`config.mk`:
```
export PLATFORM = sky130hd
export DESIGN_NAME = contiguous_block_allocator_top
export DESIGN_NICKNAME = d
export VERILOG_FILES = /design/src/cba_pkg.sv /design/src/contiguous_block_allocator_top.sv
export SDC_FILE = /design/constraint.sdc
export NUM_CORES = 1
export LEC_CHECK = 0
export BUFFER_PORTS_ARGS = -buffer_cell sky130_fd_sc_hd__buf_2
export CAP_MARGIN = 5
export CORE_UTILIZATION = 40
export DETAILED_ROUTE_END_ITERATION = 8
export PLACE_DENSITY = 0.53
export RECOVER_POWER = 50
export SYNTH_ARGS = -nofsm -noshare
export SYNTH_HDL_FRONTEND = slang
export SYNTH_SLANG_ARGS = --single-unit
export TNS_END_PERCENT = 100
```
`constraint.sdc`:
```
create_clock -name clk_i -period 4.25 [get_ports clk_i]
set_input_delay 0.2125 -clock clk_i [delete_from_list [all_inputs] [get_ports clk_i]]
set_output_delay 0.2125 -clock clk_i [all_outputs]
set_load 0.05 [all_outputs]
```
`src/cba_pkg.sv`:
```
`timescale 1ns / 1ps

package cba_pkg;

  // Default sizing
  localparam int unsigned NUM_BLOCKS_DEF  = 32;
  localparam int unsigned BLOCK_UNITS_DEF = 4;
  localparam int unsigned OWNER_BITS_DEF  = 8;

  typedef enum logic [1:0] {
    OP_ALLOC = 2'd0,
    OP_FREE  = 2'd1,
    OP_QUERY = 2'd2
  } op_e;

  typedef enum logic [1:0] {
    ST_IDLE  = 2'd0,
    ST_SCAN  = 2'd1,
    ST_WRITE = 2'd2,
    ST_DONE  = 2'd3
  } state_e;

  typedef struct packed {
    logic [1:0] opcode;
    logic [7:0] owner_id;
    logic [7:0] size_units;
  } req_t;

  typedef struct packed {
    logic       ok;
    logic [4:0] start_block;
    logic [5:0] blocks_changed;
    logic [5:0] free_count;
  } rsp_t;

endpackage

```
`src/contiguous_block_allocator_top.sv`:
```
// First-fit contiguous block allocator.
// Request word (in_valid_i/in_ready_o/in_data_i): opcode, owner id, size in units.
//   Allocate claims the lowest run of ceil(size/BLOCK_UNITS) free blocks for the
//   owner, query searches the same way without claiming, free releases every
//   block the owner holds. Owner 0, size 0 on allocate/query and opcode 3 give
//   ok=0 and change nothing.
// Response word (out_valid_o/out_ready_i/out_data_o): ok, start block, blocks
//   changed and the free count after the request. One response per request.
// Scan: one block table read per cycle through a registered read port, so a free
//   or a failed search reads every block before its response; a search that hits
//   stops at the block that completes the run. An allocate then writes its run,
//   one block per cycle, before its response. A refused request goes from idle
//   straight to the done state, which loads its response into the output register.
// Throughput: one request in flight; in_ready_o is high only when idle, from
//   the cycle after the response word is loaded.
// The response sits in an output register, so a new request is taken while the
//   previous response waits; a stalled receiver holds the finished result in
//   the sequencer until the output register empties.
// Reset: asynchronous, active low. Every block reads free at once (per-block
//   valid flags are cleared), free count returns to NUM_BLOCKS.
`timescale 1ns / 1ps

module contiguous_block_allocator_top #(
  parameter int unsigned NUM_BLOCKS  = cba_pkg::NUM_BLOCKS_DEF,
  parameter int unsigned BLOCK_UNITS = cba_pkg::BLOCK_UNITS_DEF,
  parameter int unsigned OWNER_BITS  = cba_pkg::OWNER_BITS_DEF
) (
  input  logic          clk_i,
  input  logic          rst_ni,
  input  logic          in_valid_i,
  output logic          in_ready_o,
  input  cba_pkg::req_t in_data_i,
  output logic          out_valid_o,
  input  logic          out_ready_i,
  output cba_pkg::rsp_t out_data_o
);

  localparam int unsigned IdxW  = $clog2(NUM_BLOCKS);
  localparam int unsigned CntW  = $clog2(NUM_BLOCKS + 1);
  localparam int unsigned ProdW = CntW + 8;  // run * BLOCK_UNITS and size both fit

  cba_pkg::state_e state_q, state_d;

  // request context
  logic                  alloc_q, free_mode_q;
  logic [OWNER_BITS-1:0] owner_q;
  logic [7:0]            size_q;

  // scan pipeline: issue pointer, then registered table read
  logic [CntW-1:0]       iss_q;
  logic                  pend_q;
  logic [IdxW-1:0]       proc_idx_q;
  logic [OWNER_BITS-1:0] rd_own_q;
  logic                  rd_vld_q;

  logic [CntW-1:0]       run_q;
  logic                  ok_q;
  logic [IdxW-1:0]       start_q;
  logic [CntW-1:0]       chg_q;
  logic [CntW-1:0]       free_total_q;

  logic [IdxW-1:0]       wr_ptr_q;
  logic [CntW-1:0]       wr_left_q;

  // block table: owner store plus per-block valid flags (unset reads free)
  logic [NUM_BLOCKS-1:0] blk_vld_q;
  logic [OWNER_BITS-1:0] owner_mem [NUM_BLOCKS];

  cba_pkg::rsp_t         out_q;
  logic                  out_valid_q;

  // ---------------------------------------------------------------- request decode
  logic                    accept;
  logic [OWNER_BITS+7:0]   owner_wide;
  logic [OWNER_BITS-1:0]   req_owner;
  logic                    owner_ok, req_free, req_find;

  assign accept     = in_valid_i && in_ready_o;
  assign owner_wide = {{OWNER_BITS{1'b0}}, in_data_i.owner_id};
  assign req_owner  = owner_wide[OWNER_BITS-1:0];
  assign owner_ok   = (req_owner != '0);
  assign req_free   = owner_ok && (in_data_i.opcode == cba_pkg::OP_FREE);
  assign req_find   = owner_ok && (in_data_i.size_units != 8'd0) &&
                      ((in_data_i.opcode == cba_pkg::OP_ALLOC) ||
                       (in_data_i.opcode == cba_pkg::OP_QUERY));

  // ---------------------------------------------------------------- scan datapath
  // run covers the request once run * BLOCK_UNITS reaches the size, so the run
  // length at the hit is the block count needed
  logic [OWNER_BITS-1:0] cur_own;
  logic [CntW-1:0]       run_nx;
  logic [CntW-1:0]       start_full;
  logic [ProdW-1:0]      run_units;
  logic                  hit, match, scan_done;

  assign cur_own    = rd_vld_q ? rd_own_q : '0;
  assign run_nx     = (cur_own == '0) ? run_q + CntW'(1) : '0;
  assign run_units  = ProdW'(run_nx) * ProdW'(BLOCK_UNITS);
  assign hit        = (state_q == cba_pkg::ST_SCAN) && pend_q && !free_mode_q &&
                      (run_units >= ProdW'(size_q));
  assign match      = pend_q && free_mode_q && (cur_own == owner_q);
  assign start_full = CntW'(proc_idx_q) + CntW'(1) - run_nx;
  assign scan_done  = (iss_q == CntW'(NUM_BLOCKS)) && !pend_q;

  // ---------------------------------------------------------------- sequencer
  logic rd_issue, wr_en, load_out;

  always_comb begin
    state_d = state_q;
    unique case (state_q)
      cba_pkg::ST_IDLE: begin
        if (in_valid_i) begin
          state_d = (req_free || req_find) ? cba_pkg::ST_SCAN : cba_pkg::ST_DONE;
        end
      end
      cba_pkg::ST_SCAN: begin
        if (hit) begin
          state_d = alloc_q ? cba_pkg::ST_WRITE : cba_pkg::ST_DONE;
        end else if (scan_done) begin
          state_d = cba_pkg::ST_DONE;
        end
      end
      cba_pkg::ST_WRITE: begin
        if (wr_left_q == CntW'(1)) begin
          state_d = cba_pkg::ST_DONE;
        end
      end
      cba_pkg::ST_DONE: begin
        if (!out_valid_q || out_ready_i) begin
          state_d = cba_pkg::ST_IDLE;
        end
      end
      default: state_d = cba_pkg::ST_IDLE;
    endcase
  end

  always_comb begin
    in_ready_o = (state_q == cba_pkg::ST_IDLE);
    rd_issue   = (state_q == cba_pkg::ST_SCAN) && (iss_q != CntW'(NUM_BLOCKS));
    wr_en      = (state_q == cba_pkg::ST_WRITE);
    load_out   = (state_q == cba_pkg::ST_DONE) && (!out_valid_q || out_ready_i);
  end

  // ---------------------------------------------------------------- control regs
  always_ff @(posedge clk_i or negedge rst_ni) begin
    if (!rst_ni) begin
      state_q      <= cba_pkg::ST_IDLE;
      pend_q       <= 1'b0;
      free_total_q <= CntW'(NUM_BLOCKS);
      blk_vld_q    <= '0;
      out_valid_q  <= 1'b0;
    end else begin
      state_q <= state_d;
      pend_q  <= rd_issue;
      if (match) begin
        blk_vld_q[proc_idx_q] <= 1'b0;
        free_total_q          <= free_total_q + CntW'(1);
      end
      if (hit && alloc_q) begin
        free_total_q <= free_total_q - run_nx;
      end
      if (wr_en) begin
        blk_vld_q[wr_ptr_q] <= 1'b1;
      end
      if (load_out) begin
        out_valid_q <= 1'b1;
      end else if (out_ready_i) begin
        out_valid_q <= 1'b0;
      end
    end
  end

  // ---------------------------------------------------------------- table store
  always_ff @(posedge clk_i) begin
    if (wr_en) begin
      owner_mem[wr_ptr_q] <= owner_q;
    end
    if (rd_issue) begin
      rd_own_q <= owner_mem[iss_q[IdxW-1:0]];
      rd_vld_q <= blk_vld_q[iss_q[IdxW-1:0]];
    end
  end

  // ---------------------------------------------------------------- payload regs
  logic [CntW+5:0] free_wide, chg_wide;
  logic [IdxW+4:0] start_wide;

  assign free_wide  = {6'd0, free_total_q};
  assign chg_wide   = {6'd0, chg_q};
  assign start_wide = {5'd0, start_q};

  always_ff @(posedge clk_i) begin
    if (accept) begin
      alloc_q     <= (in_data_i.opcode == cba_pkg::OP_ALLOC);
      free_mode_q <= req_free;
      owner_q     <= req_owner;
      size_q      <= in_data_i.size_units;
      ok_q        <= req_free;
      start_q     <= '0;
      chg_q       <= '0;
      iss_q       <= '0;
      run_q       <= '0;
    end
    if (rd_issue) begin
      iss_q      <= iss_q + CntW'(1);
      proc_idx_q <= iss_q[IdxW-1:0];
    end
    if (pend_q) begin
      run_q <= run_nx;
    end
    if (match) begin
      chg_q <= chg_q + CntW'(1);
    end
    if (hit) begin
      ok_q      <= 1'b1;
      start_q   <= start_full[IdxW-1:0];
      wr_ptr_q  <= start_full[IdxW-1:0];
      wr_left_q <= run_nx;
      if (alloc_q) begin
        chg_q <= run_nx;
      end
    end
    if (wr_en) begin
      wr_ptr_q  <= wr_ptr_q + IdxW'(1);
      wr_left_q <= wr_left_q - CntW'(1);
    end
    if (load_out) begin
      out_q.ok             <= ok_q;
      out_q.start_block    <= start_wide[4:0];
      out_q.blocks_changed <= chg_wide[5:0];
      out_q.free_count     <= free_wide[5:0];
    end
  end

  assign out_valid_o = out_valid_q;
  assign out_data_o  = out_q;

endmodule

```
==> impl_results.md, run 1 <==
- Commonest cells post-synth: edfxtp_1 (334), mux4_2 (90), nor2_1 (67), dfrtp_1 (41), nand2_1 (38)
- DR pass1 iterations: 5
- Post-synthesis cell area: 16100 um^2
- CP Max Fanout: 33
- Total wire length: 37100 um
- Synth Area per Inst: 17.3 um^2
- Total Power: 0.0134 W
- Reg2Reg Launch Point: iss_q[1]
- Synth-to-layout area growth: 15.1%
- Bufs and invs on worst path: 1
- Largest net degree at the start of global routing: 78
- Ant diodes: 0
- Number of synthesized flops with an enable pin: 334
- Setup Buffers After CTS: 0
- Flops & latches, synth: 383
- Asr flop ratio synth: 0.110
- Ratio of final minimum period to clock period: 0.866
- Most frequent cell after synthesis: edfxtp_1
- Clk buf depth: 3
- Overall Global Routing Usage: 0.188
- Number of CTS-inserted buffers: 43
- Max Slew Vio Count: 265
- RSZ-0062 raised after global routing: false
- Core area: 39700 um^2
- Final hold violations: 0
- Die Y: 203 um
- Max Cap Violations: 8
- Sequential cell area: 11200 um^2
- Antenna violations before repair: 1
- Worst min path class: in2reg
- DR DRC count: 0
- Yosys Warn Count: 0
- Clock transition at path regs: 0.05 ns
- Cell breakdown of the critical path: clkbuf_1 > mux4_2 > mux4_2 > mux2_2
- Final setup fails: 0
- Num ports: 42
- Ratio of cells with drive above 1 in the final layout: 0.177
- Row cnt: 73
- Crit-path slowest cell: clkbuf_1
- Rel. slew slack: -0.758
- Netlist cell types: 57
- TritonCTS clock tree: done
- Setup TNS: 0 ns
- H-tree depth: 2
- First-pass GRT wire length: 56600 um
- Post-synth top area cell: edfxtp_1
- Final min period: 3.68 ns
- Startpoint types: flop
- Synth area leaders: edfxtp_1 (62%), mux4_2 (13%), dfrtp_1 (6.4%)
- WHS Path Cells: 4
- FILL cells: 3400
- Slew @ Worst Pin: 2.64 ns
- Root buffer cell: clkbuf_16
- Pwr dens: 723 nW/um^2
- DP Wirelength: 23100 um
- WP data required: 4.56 ns
- Crit path top cell by count: mux4_2
- Outcome: finished with violations
- R2R depth: 4
- Crit Path Category: reg2reg
- Worst path max stage delay: 1.64 ns
- Syn nets: 986
- Top cell type's share of synthesized area: 0.622
- PostCTS Resize Cnt: 0
- Fmax: 0.272 GHz
- Vias: 8581
- Number of global-route vias before repair: 8869
- Violations in the final reports: capacitance limit, slew limit
- RR Endpoint: rd_own_q[6]
- GPL Wtd Cong: 0.824
- Starting Density: 0.406
- DIE AREA: 41100 um^2
- Crit path max-delay family: buffers and inverters
- Multi-input logic area: 4550 um^2
- Port Buf Inserts: 41
- Hold path endpoint: state_q[1]
- Worst R2R Setup Slack: 0.57 ns
- DRT iter0 DRCs: 607
- Post-synthesis sequential area ratio: 0.696
- Number of clock sinks: 383
- Min-delay src: in_data_i[16]
- WL/cell: 23.5 um
- Peak supply drop: 0.338 mV
- Critical path data arrival time: 3.99 ns
- Worst-Skew Late Latency: 0.56 ns
- Critical Path Sink Type: flop
- Nets: 1079
- Leak: 6.25 nW
- Post-Syn Instances: 930
- Routed Antenna Nets: 0
- Via/cell ratio: 5.42
- Gr ovfl total: 0
- Die extent in x: 203 um
- Setup skew after layout: 0.0123 ns
- Primary FF master, synth: edfxtp_1
repair_timing:
action                                  CTS  global route
hold buffers                             20             0
endpoints found under the hold margin    61             0
endpoints found under the setup margin    0             0
layer usage:
metal,wire [um],global-route usage
met2,17700,0.296
met4,876,0.0550
met1,16700,0.260
met3,1930,0.0427
met5,12,0
sequential cells by signal, summed over array words and instances, names as in the netlist, 5 cells and up:
name / count
size_q: 8
owner_q: 8
owner_mem: 256
run_q: 6
chg_q: 6
wr_ptr_q: 5
free_total_q: 6
rd_own_q: 8
wr_left_q: 6
blk_vld_q: 32
out_data_o: 18
start_q: 5
proc_idx_q: 5
iss_q: 6
cells by family (layout without fill, tap and decap cells):
kind of cell / count (synthesis) / after routing / synth area share
XOR/XNOR: 26 / 26 / 0.0141
AO/OA/AOI/OAI: 118 / 118 / 0.0473
buffers and inverters: 78 / 205 / 0.0212
multiplexers: 108 / 108 / 0.138
flip-flops: 383 / 383 / 0.696
adder cells (fa/ha/maj): 34 / 34 / 0.0273
AND/OR/NAND/NOR: 183 / 183 / 0.0557
worst register-to-register path: stages (launching register included):
cell      delay, ns
edfxtp_1       0.37
clkbuf_1       1.64
mux4_2         0.53
mux4_2         0.57
mux2_2         0.31
worst max-delay path by stage:
stage | from | endpoint | slack (ns) | cells after the start
global route | rd_own_q[1] | free_total_q[4] | 0.17 | 16
floorplan | rd_own_q[2] | free_total_q[5] | 0.82 | 15
finish | iss_q[1] | rd_own_q[6] | 0.57 | 4
CTS | rd_own_q[2] | free_total_q[5] | 0.56 | 15
global placement | rd_own_q[2] | free_total_q[4] | 0.67 | 17
detailed placement | rd_own_q[2] | free_total_q[4] | 0.57 | 16
power breakdown:
group	leakage [nW]	switching (W)	internal, W	total [W]
combinational	1.91	0.00244	0.00175	0.00419
sequential	3.64	0.000480	0.00493	0.00541
clock	0.701	0.00147	0.00235	0.00382
through the flow:
stage	worst slack (ns)	area [um^2]	instances	util	hold WS (ns)
5_1_grt	0.171	18600	1582	0.467	0.105
3_5_place_dp	0.567	17000	1483	0.428	0.360
6_report	0.569	18600	1582	0.467	0.0848
3_3_place_gp	0.674	17000	1483	0.428	0.356
2_1_floorplan	0.823	16100	930	-	-0.0831
4_1_cts	0.562	18700	1582	0.469	0.0661
cell usage in the layout (no fill, tap or decap), types with 8 or more instances in the layout:
cell           count
a21o_1             8
a21oi_1           17
and2_1             8
buf_4             14
clkbuf_1          64
clkbuf_16         45
dfrtp_1           41
dlygate4sd3_1     20
edfxtp_1         334
ha_1              32
inv_1             36
mux2_2            12
mux4_2            90
nand2_1           38
nand3_1           22
nor2_1            67
o21ai_0           32
o21ai_1            9
o31ai_1           18
o41ai_1            8
xnor2_1           15
xor2_1            11
area by class of cell:
type / instances / share of cell area
clock buffer: 62 / 0.0657
clock inverter: 17 / 0.0125
inverter: 36 / 0.00728
multi-input combinational: 469 / 0.245
sequential: 383 / 0.605
tap: 525 / 0.0354
timing repair buffer: 90 / 0.0290
No activity file was read; power rests on OpenSTA's default activity.
==> inputs of run 2 (changes only) <==
==> constraint.sdc (replaced) <==
create_clock -name clk_i -period 4 [get_ports clk_i]
set_input_delay 0.2 -clock clk_i [delete_from_list [all_inputs] [get_ports clk_i]]
set_output_delay 0.2 -clock clk_i [all_outputs]
set_load 0.05 [all_outputs]
==> impl_results.md, run 2 (synthesis results as in run 1) <==
- Min-delay src: in_data_i[16]
- Worst R2R Setup Slack: 0.34 ns (-0.23 ns)
- WP data required: 4.30 ns (-0.26 ns)
- Placed cells: 1498 (+1.0%)
- Worst-Skew Late Latency: 0.56 ns (about the same)
- Vias: 8571 (-0.12%)
- DP Wirelength: 23400 um (+1.0%)
- Number of flip-flops under the largest register name: 256 (unchanged)
- Crit path max-delay family: buffers and inverters
- Row cnt: 73 (unchanged)
- TritonCTS clock tree: done
- Synth-to-layout area growth: 14.7%
- Core area: 39700 um^2 (unchanged)
- DR pass1 iterations: 5 (unchanged)
- Clock transition at path regs: 0.06 ns (about the same)
- Outcome: finished with violations
- Max Slew Vio Count: 343 (+29%)
- Max Cap Violations: 9 (+1)
- Final hold violations: 0 (unchanged)
- Number of CTS-inserted buffers: 42 (-2.3%)
- Critical path data arrival time: 3.96 ns (-0.03 ns)
- Origin of the worst setup path: iss_q[1]
- DR DRC count: 0 (unchanged)
- GPL Wtd Cong: 0.835 (+1.3%)
- Crit-path slowest cell: clkbuf_2
- H-tree depth: 2 (unchanged)
- First-pass GRT wire length: 56500 um (-0.17%)
- Setup skew after layout: 0.0184 ns (+0.00609 ns)
- Startpoint types: flop
- Total wire length: 37300 um (+0.35%)
- Via/cell ratio: 5.38 (-0.87%)
- Crit path top cell by count: mux4_2
- Largest register by flop count: owner_mem
- Leak: 6.26 nW (+0.10%)
- Number of clock sinks: 383 (unchanged)
- Violations in the final reports: capacitance limit, slew limit
- Cell breakdown of the critical path: clkbuf_2 > mux4_2 > mux4_2 > mux2_2
- Setup TNS: 0 ns (unchanged)
- Ratio of final minimum period to clock period: 0.915 (+0.0492)
- Critical Path Sink Type: flop
- Worst min path class: in2reg
- WL/cell: 23.4 um (-0.41%)
- Final min period: 3.66 ns (-0.0199 ns)
- Worst path max stage delay: 1.62 ns (-0.02 ns)
- Fmax: 0.273 GHz (+0.54%)
- Port Buf Inserts: 41 (unchanged)
- Gr ovfl total: 0 (unchanged)
- Ant diodes: 0 (unchanged)
- Die extent in x: 203 um (unchanged)
- Root buffer cell: clkbuf_16
- Bufs and invs on worst path: 1 (unchanged)
- Slew @ Worst Pin: 2.63 ns (-0.00796 ns)
- Commonest non-fill, non-tap cell in the layout: edfxtp_1
- DIE AREA: 41100 um^2 (unchanged)
- CP Max Fanout: 75 (+130%)
- Finished Layout Cells: 1594 (+0.76%)
- Num ports: 42 (unchanged)
- Number of global-route vias before repair: 8948 (+0.89%)
- Nets: 1093 (+1.3%)
- Final setup fails: 0 (unchanged)
- Reg2Reg Launch Point: iss_q[1]
- Pwr dens: 752 nW/um^2 (+4.0%)
- Antenna violations before repair: 0 (-1)
- Largest net degree at the start of global routing: 76 (-2.6%)
- Rel. slew slack: -0.753 (+0.00531)
- GR Util met1: 0.258 (-0.00262)
- Setup Buffers After CTS: 0 (unchanged)
- GRT met2 Usage: 0.301 (+0.00514)
- Die Y: 203 um (unchanged)
- Fin util: 0.465 (-0.00189)
- Routed Antenna Nets: 0 (unchanged)
- Most Crowded Layer GR: met2
- Starting Density: 0.406 (unchanged)
- DRT iter0 DRCs: 648 (+6.8%)
- Clk buf depth: 3 (unchanged)
- Ratio of cells with drive above 1 in the final layout: 0.192 (+0.0149)
- Commonest non-fill, non-tap cells in the layout: edfxtp_1 (334), mux4_2 (90), nor2_1 (66)
- Overall Global Routing Usage: 0.188 (about the same)
- RSZ-0062 raised after global routing: false
- GR Layer Usage met3: 0.0356 (-0.00706)
- Crit Path Category: reg2reg
- Peak supply drop: 0.375 mV (+11%)
[run 2: power by group]
group          internal (W)  switching (W)  leakage (nW)
logic               0.00192        0.00262          1.98
registers           0.00524       0.000507          3.64
clock network       0.00205        0.00157         0.638
total               0.00921        0.00469          6.26
[run 2: path summary, 6_finish.rpt]
check | depth (start not counted) | to
worst max-delay path | 4 | rd_own_q[1]
worst min-delay path | 4 | state_q[1]
worst max register to register | 4 | rd_own_q[1]
worst min register to register | 0 | out_data_o[13]
max in group asynchronous | 2 | blk_vld_q[10]
min in group asynchronous | 2 | free_total_q[1]
[run 2: layout make-up]
cell class                 count  area, um^2
fill                        3489       21300
sequential                   383       11200
clock inverter                24         158
inverter                      36         135
timing repair buffer         105         631
tap                          525         657
multi-input combinational    469        4560
clock buffer                  52        1120
[run 2: repair_timing]
item,CTS,global route
endpoints found under the setup margin,0,2
endpoints found under the hold margin,61,0
hold buffers,20,0
resized for setup,0,2
[run 2: stage by stage]
| step | worst slack [ns] | hold slack (ns) | instance area, um^2 | power (W) |
|---|---|---|---|---|
| after detailed placement | 0.233 | 0.391 | 17100 | 0.0104 |
| final | 0.339 | 0.0765 | 18500 | 0.0139 |
| after CTS | 0.226 | 0.0444 | 18600 | 0.0141 |
| after floorplan | 0.573 | -0.0956 | 16100 | 0.00892 |
| after global placement | 0.414 | 0.398 | 17100 | 0.0104 |
| after global routing | 0.0809 | 0.0817 | 18500 | 0.0147 |
[run 2: layer usage]
layer | vias to the layer above | share of wire | wire, um
met5 | - | 0 | 0
met4 | 0 | 0.022 | 830
met3 | 50 | 0.047 | 1750
met2 | 194 | 0.49 | 18300
met1 | 4430 | 0.44 | 16400
li1 | 3897 | - | -
[run 2: tightest hold or removal path, stage by stage]
cell and delay (ns):
buf_2 0.12, o211ai_1 0.10, o21ai_0 0.08, mux2i_1 0.08
